==> config.mk <==
export PLATFORM = sky130hd
export DESIGN_NAME = k_way_sorted_merge
export DESIGN_NICKNAME = d
export VERILOG_FILES = /design/src/hdl/kwm_pkg.sv /design/src/hdl/kwm_store.sv /design/src/hdl/k_way_sorted_merge.sv
export VERILOG_INCLUDE_DIRS = /design/src /design/src/hdl
export SDC_FILE = /design/constraint.sdc
export NUM_CORES = 2
export LEC_CHECK = 0
export ABC_AREA = 1
export ABC_CLOCK_PERIOD_IN_PS = 7560
export BUFFER_PORTS_ARGS = -buffer_cell sky130_fd_sc_hd__buf_2
export CELL_PAD_IN_SITES_DETAIL_PLACEMENT = 2
export CELL_PAD_IN_SITES_GLOBAL_PLACEMENT = 2
export CORE_MARGIN = 2
export CORE_UTILIZATION = 46
export CTS_CLUSTER_DIAMETER = 100
export CTS_CLUSTER_SIZE = 28
export DETAILED_ROUTE_END_ITERATION = 12
export PLACE_DENSITY = 0.9
export SETUP_SLACK_MARGIN = 0.05
export SLEW_MARGIN = 20
export SYNTH_ARGS = -nofsm -noshare
export SYNTH_HDL_FRONTEND = slang
export SYNTH_SLANG_ARGS = --single-unit
==> constraint.sdc <==
create_clock -name i_clk -period 7.56 [get_ports i_clk]
set_input_delay 1.134 -clock i_clk [delete_from_list [all_inputs] [get_ports i_clk]]
set_output_delay 1.134 -clock i_clk [all_outputs]
set_load 0.005 [all_outputs]
==> src/hdl/assert_macros.svh <==
// Assertion helpers, clocked on i_clk
`ifndef ASSERT_MACROS_SVH
`define ASSERT_MACROS_SVH

// checked only outside reset
`define ASSERT_CLK(lbl, prop, msg) \
    lbl: assert property (@(posedge i_clk) disable iff (!i_rst_n) prop) else $error(msg);

// checked during reset too
`define ASSERT_ALWAYS(lbl, prop, msg) \
    lbl: assert property (@(posedge i_clk) prop) else $error(msg);

`endif

==> src/hdl/kwm_pkg.sv <==
`default_nettype none
package kwm_pkg;

    localparam logic ACT_LOAD  = 1'b0;
    localparam logic ACT_START = 1'b1;

    localparam int VAL_W = 32;

    typedef enum logic [2:0] {
        S_IDLE,
        S_FETCH,
        S_FILL,
        S_SCAN,
        S_EMIT
    } t_state;

endpackage
`default_nettype wire

==> src/hdl/kwm_store.sv <==
`default_nettype none
module kwm_store #(
    parameter int DEPTH  = 64,
    parameter int ADDR_W = 6
) (
    input  wire logic                      i_clk,
    input  wire logic                      i_wr_en,
    input  wire logic [ADDR_W-1:0]         i_wr_addr,
    input  wire logic [kwm_pkg::VAL_W-1:0] i_wr_data,
    input  wire logic                      i_rd_en,
    input  wire logic [ADDR_W-1:0]         i_rd_addr,
    output logic      [kwm_pkg::VAL_W-1:0] o_rd_data
);
    import kwm_pkg::*;

    logic [VAL_W-1:0] r_mem [DEPTH];
    logic [VAL_W-1:0] r_rd_data;

    always_ff @(posedge i_clk) begin
        if (i_wr_en) begin
            r_mem[i_wr_addr] <= i_wr_data;
        end
    end

    always_ff @(posedge i_clk) begin
        if (i_rd_en) begin
            r_rd_data <= r_mem[i_rd_addr];
        end
    end

    assign o_rd_data = r_rd_data;

endmodule
`default_nettype wire

==> src/hdl/k_way_sorted_merge.sv <==
// Channel | Direction | Handshake               | Word
// --------+-----------+-------------------------+---------------------------------------
// in      | input     | i_in_valid / o_in_stall | i_action, i_list_number, i_element_value
// out     | output    | o_out_valid / i_out_stall | o_merged_value, o_is_last
//
// o_in_stall stays low in idle, where load words are accepted.
// A start word seeds one head per list.
// For each merged word, one shared signed comparator scans the list heads, the
// winner is emitted, then one store read refills it if its list has more.
// Reset (i_rst_n low, synchronous) empties all lists; the store is not cleared.
// A stall on the output, while a word is pending there, holds the sequencer at the emit step.
`default_nettype none
module k_way_sorted_merge #(
    parameter int NUM_LISTS  = 4,
    parameter int LIST_DEPTH = 16
) (
    input  wire logic                             i_clk,
    input  wire logic                             i_rst_n,
    input  wire logic                             i_in_valid,
    output logic                                  o_in_stall,
    input  wire logic                             i_action,
    input  wire logic [1:0]                       i_list_number,
    input  wire logic signed [kwm_pkg::VAL_W-1:0] i_element_value,
    output logic                                  o_out_valid,
    input  wire logic                             i_out_stall,
    output logic signed [kwm_pkg::VAL_W-1:0]      o_merged_value,
    output logic                                  o_is_last
);
    import kwm_pkg::*;

`include "assert_macros.svh"

    localparam int LW     = $clog2(NUM_LISTS);
    localparam int POS_W  = $clog2(LIST_DEPTH + 1);
    localparam int IDX_W  = (LIST_DEPTH > 1) ? $clog2(LIST_DEPTH) : 1;
    localparam int ADDR_W = LW + IDX_W;
    localparam int DEPTH  = NUM_LISTS * (2 ** IDX_W);
    localparam logic [LW-1:0]    LAST_K = LW'(NUM_LISTS - 1);
    localparam logic [POS_W-1:0] FULL   = POS_W'(LIST_DEPTH);

    t_state r_state, n_state;

    logic [LW-1:0]           r_k;
    logic                    r_seed;
    logic                    r_best_vld;
    logic [LW-1:0]           r_best;
    logic signed [VAL_W-1:0] r_best_val;
    logic [POS_W-1:0]        r_fill  [NUM_LISTS];
    logic [POS_W-1:0]        r_rdpos [NUM_LISTS];
    logic signed [VAL_W-1:0] r_head  [NUM_LISTS];
    logic [NUM_LISTS-1:0]    r_head_vld;
    logic                    r_out_vld;
    logic signed [VAL_W-1:0] r_out_val;
    logic                    r_out_last;

    logic                 w_in_acc;
    logic                 w_load;
    logic                 w_start;
    logic                 w_lst_ok;
    logic [LW-1:0]        w_lst;
    logic                 w_wr_en;
    logic [ADDR_W-1:0]    w_wr_addr;
    logic                 w_rd_en;
    logic [ADDR_W-1:0]    w_rd_addr;
    logic [VAL_W-1:0]     w_rd_data;
    logic [NUM_LISTS-1:0] w_more;
    logic [NUM_LISTS-1:0] w_k_hot;
    logic                 w_take;
    logic                 w_found;
    logic                 w_out_free;
    logic                 w_last;
    logic                 w_seed_next;

    assign w_in_acc = i_in_valid && !o_in_stall;
    assign w_load   = w_in_acc && (i_action == ACT_LOAD);
    assign w_start  = w_in_acc && (i_action == ACT_START);
    assign w_lst_ok = int'(i_list_number) < NUM_LISTS;
    assign w_lst    = LW'(i_list_number);

    always_comb begin
        for (int j = 0; j < NUM_LISTS; j++) begin
            w_more[j]  = r_rdpos[j] < r_fill[j];
            w_k_hot[j] = (r_k == LW'(j));
        end
    end

    // shared compare: strict less keeps the lower list on ties
    assign w_take = r_head_vld[r_k] && (!r_best_vld || (r_head[r_k] < r_best_val));
    assign w_found     = r_best_vld || w_take;
    assign w_out_free  = !r_out_vld || !i_out_stall;
    assign w_last      = ((r_head_vld & ~w_k_hot) == '0) && !w_more[r_k];
    assign w_seed_next = r_seed && (r_k != LAST_K);

    always_comb begin
        n_state = r_state;
        case (r_state)
            S_IDLE: begin
                if (w_start) n_state = S_FETCH;
            end
            S_FETCH: begin
                if (w_more[r_k]) n_state = S_FILL;
                else if (w_seed_next) n_state = S_FETCH;
                else n_state = S_SCAN;
            end
            S_FILL: begin
                n_state = w_seed_next ? S_FETCH : S_SCAN;
            end
            S_SCAN: begin
                if (r_k == LAST_K) n_state = w_found ? S_EMIT : S_IDLE;
            end
            S_EMIT: begin
                if (w_out_free) n_state = w_last ? S_IDLE : S_FETCH;
            end
            default: n_state = S_IDLE;
        endcase
    end

    always_comb begin
        o_in_stall = 1'b1;
        w_wr_en    = 1'b0;
        w_rd_en    = 1'b0;
        case (r_state)
            S_IDLE: begin
                o_in_stall = 1'b0;
                w_wr_en    = w_load && w_lst_ok && (r_fill[w_lst] != FULL);
            end
            S_FETCH: w_rd_en = w_more[r_k];
            S_FILL:  w_rd_en = 1'b0;
            S_SCAN:  w_rd_en = 1'b0;
            S_EMIT:  w_rd_en = 1'b0;
            default: w_rd_en = 1'b0;
        endcase
    end

    assign w_wr_addr = {w_lst, r_fill[w_lst][IDX_W-1:0]};
    assign w_rd_addr = {r_k, r_rdpos[r_k][IDX_W-1:0]};

    kwm_store #(
        .DEPTH  (DEPTH),
        .ADDR_W (ADDR_W)
    ) u_store (
        .i_clk     (i_clk),
        .i_wr_en   (w_wr_en),
        .i_wr_addr (w_wr_addr),
        .i_wr_data (i_element_value),
        .i_rd_en   (w_rd_en),
        .i_rd_addr (w_rd_addr),
        .o_rd_data (w_rd_data)
    );

    always_ff @(posedge i_clk) begin
        if (!i_rst_n) begin
            r_state    <= S_IDLE;
            r_k        <= '0;
            r_seed     <= 1'b0;
            r_best_vld <= 1'b0;
            r_best     <= '0;
            r_head_vld <= '0;
            r_out_vld  <= 1'b0;
            for (int j = 0; j < NUM_LISTS; j++) begin
                r_fill[j]  <= '0;
                r_rdpos[j] <= '0;
            end
        end else begin
            r_state <= n_state;
            if (r_state == S_EMIT && w_out_free) r_out_vld <= 1'b1;
            else if (r_out_vld && !i_out_stall) r_out_vld <= 1'b0;
            case (r_state)
                S_IDLE: begin
                    if (w_wr_en) r_fill[w_lst] <= r_fill[w_lst] + 1'b1;
                    if (w_start) begin
                        r_k    <= '0;
                        r_seed <= 1'b1;
                        for (int j = 0; j < NUM_LISTS; j++) r_rdpos[j] <= '0;
                    end
                end
                S_FETCH: begin
                    if (!w_more[r_k]) begin
                        r_head_vld[r_k] <= 1'b0;
                        if (w_seed_next) begin
                            r_k <= r_k + 1'b1;
                        end else begin
                            r_k        <= '0;
                            r_best_vld <= 1'b0;
                        end
                    end
                end
                S_FILL: begin
                    r_head[r_k]     <= w_rd_data;
                    r_head_vld[r_k] <= 1'b1;
                    r_rdpos[r_k]    <= r_rdpos[r_k] + 1'b1;
                    if (w_seed_next) begin
                        r_k <= r_k + 1'b1;
                    end else begin
                        r_k        <= '0;
                        r_best_vld <= 1'b0;
                    end
                end
                S_SCAN: begin
                    if (w_take) begin
                        r_best_vld <= 1'b1;
                        r_best     <= r_k;
                        r_best_val <= r_head[r_k];
                    end
                    if (r_k == LAST_K) begin
                        r_k <= w_take ? r_k : r_best;
                        if (!w_found) begin
                            for (int j = 0; j < NUM_LISTS; j++) begin
                                r_fill[j]  <= '0;
                                r_rdpos[j] <= '0;
                            end
                        end
                    end else begin
                        r_k <= r_k + 1'b1;
                    end
                end
                S_EMIT: begin
                    if (w_out_free) begin
                        r_out_val       <= r_best_val;
                        r_out_last      <= w_last;
                        r_seed          <= 1'b0;
                        // on the last word this was the only valid head
                        r_head_vld[r_k] <= 1'b0;
                        if (w_last) begin
                            for (int j = 0; j < NUM_LISTS; j++) begin
                                r_fill[j]  <= '0;
                                r_rdpos[j] <= '0;
                            end
                        end
                    end
                end
                default: r_k <= '0;
            endcase
        end
    end

    assign o_out_valid    = r_out_vld;
    assign o_merged_value = r_out_val;
    assign o_is_last      = r_out_last;

    `ASSERT_CLK(a_emit_holds, (r_state == S_EMIT && r_out_vld && i_out_stall) |=> (r_state == S_EMIT), "emit step left while output stalled")
    `ASSERT_CLK(a_last_ends, (r_state == S_EMIT && w_out_free && w_last) |=> (r_state == S_IDLE && r_head_vld == '0), "merge did not end after last word")
    `ASSERT_CLK(a_fill_after_fetch, (r_state == S_FILL) |-> ($past(r_state) == S_FETCH), "head fill without store read")
    `ASSERT_CLK(a_rdpos_bound, (r_state == S_FETCH) |-> (r_rdpos[r_k] <= r_fill[r_k]), "read position passed fill count")
    `ASSERT_ALWAYS(a_reset_idle, (!i_rst_n) |=> (r_state == S_IDLE && !r_out_vld), "reset did not clear control")

endmodule
`default_nettype wire

Word-level counts from Yosys, hierarchy flattened
Memories as Yosys holds them, arrays and structs flattened. A register that Yosys moved wholly into a read port is not among the register bits.
Index checks and enable logic that the tools add are counted.
{"block": "word_totals", "memories": 4, "mem_bits_rw": 2216, "output_inout_bits": 35, "register_bits": 79, "in_bits": 39, "elab_cells": 186}
{"block": "classes", "add_sub_neg": 3, "reduce_logical": 33, "muxes": 88, "n_lt_le_gt_ge": 7, "bitwise": 27, "n_eq_ne": 14}
{"name": "u_store.r_mem", "words": 64, "word_bits": 32, "rd": 1, "rd_ports_with_merged_regs": 1, "write_ports": 1, "line_no": "kwm_store.sv:16", "source": "logic [VAL_W-1:0] r_mem [DEPTH];"}
{"name": "r_head", "words": 4, "word_bits": 32, "rd": 1, "rd_ports_with_merged_regs": 1, "write_ports": 1, "line_no": "k_way_sorted_merge.sv:50", "source": "logic signed [VAL_W-1:0] r_head [NUM_LISTS];"}
{"name": "r_fill", "words": 4, "word_bits": 5, "rd": 5, "rd_ports_with_merged_regs": 0, "write_ports": 4, "line_no": "k_way_sorted_merge.sv:48", "source": "logic [POS_W-1:0] r_fill [NUM_LISTS];"}
{"name": "r_rdpos", "words": 4, "word_bits": 5, "rd": 5, "rd_ports_with_merged_regs": 1, "write_ports": 4, "line_no": "k_way_sorted_merge.sv:49", "source": "logic [POS_W-1:0] r_rdpos [NUM_LISTS];"}
{"cell": "$mux 5", "count": 22}
{"cell": "$mux 1", "count": 39}
{"cell": "$lt 32x32->1", "count": 1}
{"cell": "$mux 2", "count": 13}
{"cell": "$reduce_and 3->1", "count": 7}
{"cell": "$lt 5x5->1", "count": 4}
{"cell": "$or 1x1->1", "count": 20}
{"cell": "$pmux 3 s5", "count": 1}
{"cell": "$mux 3", "count": 4}
{"cell": "$ne 2x2->1 const B", "count": 6}
{"cell": "$pmux 4 s3", "count": 1}
{"cell": "$add 5x1->5 const B", "count": 2}
{"cell": "$logic_and 1x1->1", "count": 10}
{"cell": "$pmux 2 s5", "count": 1}
{"cell": "$reduce_or 5->1", "count": 2}
{"cell": "$and 4x4->4", "count": 2}
{"cell": "$mux 4", "count": 2}
{"cell": "$not 4->4", "count": 2}
{"cell": "$eq 3x2->1 const B", "count": 2}
{"cell": "$reduce_bool 3->1", "count": 2}
{"cell": "$ne 5x5->1 const B", "count": 1}
{"cell": "$bmux 1 s2", "count": 2}
{"cell": "$eq 2x2->1 const B", "count": 2}
{"cell": "$logic_not 1->1", "count": 4}
{"cell": "other kinds (16)", "count": 20}

Logic depth before layout (Yosys ltp)
An unclocked memory read counts as a cell.
{"block": "depth", "ltp_word": 13, "mapped_depth": 25, "depth_no_buf": 23}

Hierarchy
From an unflattened synthesis, not the netlist that was laid out.
{"block": "hier_totals", "cells_unflattened": 7742, "area_unflattened_um2": 93900.1}
{"mod": "kwm_store", "area_per_inst_um2": 83058.4, "seq_area_each_um2": 62459.9, "cells_per_inst": 6769, "instances": 1}
{"mod": "k_way_sorted_merge", "area_per_inst_um2": 10841.6, "seq_area_each_um2": 7116.8, "cells_per_inst": 973, "instances": 1}

Worst setup path before layout
Ideal clock, no wire load.
{"block": "synth_timing", "path_type": "in2reg", "startpoint": "in i_list_number[1]", "endpoint": "mem u_store.r_mem[47][0] (enable)", "stages": 8, "path_slack_ns": 1.884, "setup_time_ns": 0.501, "required_time_ns": 7.059, "arrival_ns": 5.174, "n_path_buf": 0, "path_cell_list": "nor2_1 -> inv_1 -> o22ai_1 -> a21oi_1 -> o21a_1 -> nor2_1 -> nand2_2 -> nor4_1"}
{"block": "synth_between", "elab_chain_cells": 6}
{"element": "start, declared", "line_no": "k_way_sorted_merge.sv:22", "source": "input wire logic [1:0] i_list_number,"}
{"element": "$mem_v2 4x5"}
{"element": "$ne 5x5->1", "line_no": "k_way_sorted_merge.sv:125", "source": "w_wr_en = w_load && w_lst_ok && (r_fill[w_lst] != FULL);"}
{"element": "$logic_and 1x1->1", "line_no": "k_way_sorted_merge.sv:125"}
{"element": "$mux 1", "line_no": "k_way_sorted_merge.sv:122", "source": "case (r_state)"}
{"element": "$mux 1", "line_no": "kwm_store.sv:20", "source": "if (i_wr_en) begin"}
{"element": "$mux 1 (not written as such)", "line_no": "kwm_store.sv:21", "source": "r_mem[i_wr_addr] <= i_wr_data;"}
{"element": "end, declared", "line_no": "kwm_store.sv:16"}
Several ways; a longest one is shown, not always the timed one.

==> results by group <==
Global route
  – Overflow left after global routing: 0
  – Largest net degree at the start of global routing: 143
  – Initial antenna violation count: 40
  – Vias in the first global route: 67794
  – Global-route wire length before repair: 512000 um
  – Overall fraction of global-route tracks in use: 35.2%

Placement
  – Final HPWL DP: 230000 um
  – Final Wtd Congestion: 0.855
  – I/O Buffers: 73

Timing
  – Min cycle time layout: 5720 ps
  – Number of endpoints with negative hold slack in the final report: 0
  – Tcrit/Tclk final: 75.6%
  – Worst Hold Slack: 466 ps
  – Setup repair after global routing missed its margin: false
  – Peak clock frequency supported by timing: 0.175 GHz
  – Worst max-slew margin expressed relative to the limit: 14.8%
  – Worst-margin pin slew: 1280 ps
  – Max Transition Viols Final: 0
  – Final setup TNS: 0 ps
  – Clk_skew: 62.7 ps
  – Final count of negative-setup-slack endpoints: 0

Setup path
  – Worst path top cell family by delay: buffers and inverters
  – Startpoint types: flip-flop
  – Startpoint-to-endpoint class of the critical path: reg -> reg
  – Crit path buffers/inverters: 3
  – Worst Path Max Fanout: 109
  – Category of the worst setup path capture point: flip-flop
  – Cell-by-cell listing of the critical path: buf_4, a21oi_2, o21ai_2, nand2_8, inv_8, buf_4, nor2_1, o32ai_1, nor2_1, o221ai_1, nand3_1, nand2_1
  – Data arrival, critical path: 6370 ps
  – Crit path largest cell delay: 910 ps
  – Cell at the slowest stage of the critical path: o221ai_1
  – CP Data Required Time: 8210 ps

Synth
  – Number of different library cells in the post-synthesis netlist: 46
  – Leading post-synthesis cells by instance count: edfxtp_1 (2293), nor2_1 (1994), o21ai_0 (704), o32ai_1 (499), clkbuf_1 (299)
  – Average instance area after synthesis: 13.4 um2
  – Number of storage elements in the synthesis netlist: 2329
  – Async SR Flop Fraction: 0%
  – Synthesized netlist net count: 6971
  – Most frequent cell after synthesis: edfxtp_1
  – Synth Warn #: 0
  – Post-synthesis cell area: 0.0924 mm2
  – Leading area contributor after synthesis: edfxtp_1
  – Top cell type's share of synthesized area: 74.5%
  – Count of flip-flops with a built-in enable after synthesis: 2293
  – Leading post-synthesis cells by cell area: edfxtp_1 (75%), nor2_1 (8.1%), o32ai_1 (4.7%), o21ai_0 (3.8%), clkbuf_1 (1.2%)
  – Predominant post-synthesis flop cell: edfxtp_1
  – Synth Instances: 6878
  – Sequential cell area fraction in the yosys report: 75.3%

Die
  – IO Count: 74
  – DIE HEIGHT: 452 um
  – Row Count: 164
  – Core outline area: 0.200 mm2
  – Effective utilization at floorplan: 46.3%
  – Die Footprint: 0.204 mm2
  – Die span in x: 452 um

Detailed routing
  – Mean routed wirelength per cell: 39.7 um
  – Total Routed Length: 375000 um
  – Count of TritonRoute iterations in the first routing pass: 5
  – Overall via count from detail_route: 64553
  – DRC Markers: 0
  – DRC marker count from the first detailed-route iteration: 8858
  – Post-route ant nets: 0
  – Drt via density: 6.82

Finish
  – Proportion of layout cells with a drive suffix above 1: 7.12%
  – Util after Layout: 49.8%
  – Filler cell count: 18582
  – Number of nets in the layout: 6858
  – Area Overhead vs Synth: 7.64%

Power and ir drop
  – Worst IR drop on VDD: 0.000216 V
  – Total power consumption of the routed design: 26.8 mW
  – Clock network fraction of total power: 25.1%
  – Total power density per cell area: 269 mW/mm2
  – Sequential cell fraction of total power: 55.0%
  – Net switching power of the design: 8.65 mW
  – Combinational cell fraction of total power: 19.9%
  – Internal power summed over all cells: 18.1 mW
  – Net switching share of the total power: 32.3%
  – Leak pwr: 31.6 nW

CTS
  – Clock transition at the register clock pins on the worst setup and hold paths after CTS: 110 ps
  – Hold-fix buffers, CTS: 0
  – Post-CTS setup-driven buffer insertion count: 0
  – Worst-Skew Late Latency: 860 ps
  – Max clock buf depth: 3
  – Post-cts resize count: 0
  – Total clock buffers created by CTS: 96
  – Clock H-tree levels: 3
  – Root buffer selected by CTS: clkbuf_16
  – Clock tree from TritonCTS: done
  – Clock tree sinks: 2329

Run
  – Max-cap violations: 0

Status
  – Outcome: complete, no violations

Min path
  – Tightest Hold Check Type: reg -> reg
==> power groups by stage <==
stage               logic [mW]  clock network, mW  registers [mW]
CTS                       5.16               6.61            14.7
global placement          4.44                  0            14.9
detailed placement        5.07                  0            15.0
global route              5.61               6.98            14.7
finish                    5.34               6.72            14.7
floorplan                 2.93                  0            14.8
==> worst reg2reg max path, delay by kind of cell, from the launching register on <==
| kind | cells | cell delay [ps] |
|---|---|---|
| simple gates | 5 | 1190 |
| buf+inv | 3 | 2290 |
| compound gates | 4 | 1590 |
| flops | 1 | 480 |
==> through the flow <==
step	worst slack, ps	cells	area (um2)
CTS	1930	9430	98900
global route	1530	9455	99400
detailed placement	1790	9304	96200
global placement	2210	9288	95900
floorplan	1880	6878	92400
finish	1840	9464	99400
==> placed cells by master, fill, tap and decap left out, drive strengths merged, types with 3 or more instances in the layout <==
master     n
o211ai     5
inv      139
nand3     96
o22ai     48
clkbuf   107
nand2    151
edfxtp  2293
o221ai   126
ha        54
o21a       4
o311ai     6
nand4     10
o21ai    865
a21oi     46
diode     15
xor2       4
bufinv     3
o32ai    508
a31oi      3
clkinv    13
dfxtp     36
buf      264
nor2    1994
nor3       3
==> final timing paths <==
path / startpoint / endpoint / slack [ps] / cells after the start
max: flip-flop / u_store.o_rd_data[24] / 1840 / 12
min: r_best_val[16] / o_merged_value[16] / 470 / 0
max reg2reg: flip-flop / u_store.o_rd_data[24] / 1840 / 12
min reg2reg: r_best_val[16] / o_merged_value[16] / 470 / 0
==> cell type report <==
type	instances	area [um2]	share of cell area, %
inverters	138	549	0.552
well taps	2656	3320	3.34
multi-input cells	3936	20700	20.8
flip-flops and latches	2329	69600	70.0
clock inverters	19	246	0.248
repair buffers	264	2540	2.55
diodes	15	37.5	0.0378
clock buffers	107	2490	2.50
==> sequential cells by signal, indices dropped and copies added (netlist names), 2 cells and up, named ones only <==
signal / cells
o_merged_value: 32
r_best: 2
r_best_val: 32
r_fill: 20
r_head: 128
r_k: 2
r_rdpos: 20
r_state: 3
u_store.o_rd_data: 32
u_store.r_mem: 2048
==> cell families after synthesis <==
family                     Yosys count  synth area share [%]
AOI/OAI and AO/OA                 1618                  11.6
xor gates and xnor gates             4                0.0379
adders and majority gates           54                 0.731
buffers and inverters              613                  2.93
DFF                               2329                  75.3
and+or+nand+nor                   2260                  9.37
==> layer usage <==
metal / GRT usage (%) / part of all wire (%)
met5: 0 / 0.040
met4: 20.6 / 6.9
met3: 6.95 / 8.1
met2: 61.2 / 50
met1: 40.3 / 35
(Power assumes the default switching activity.)
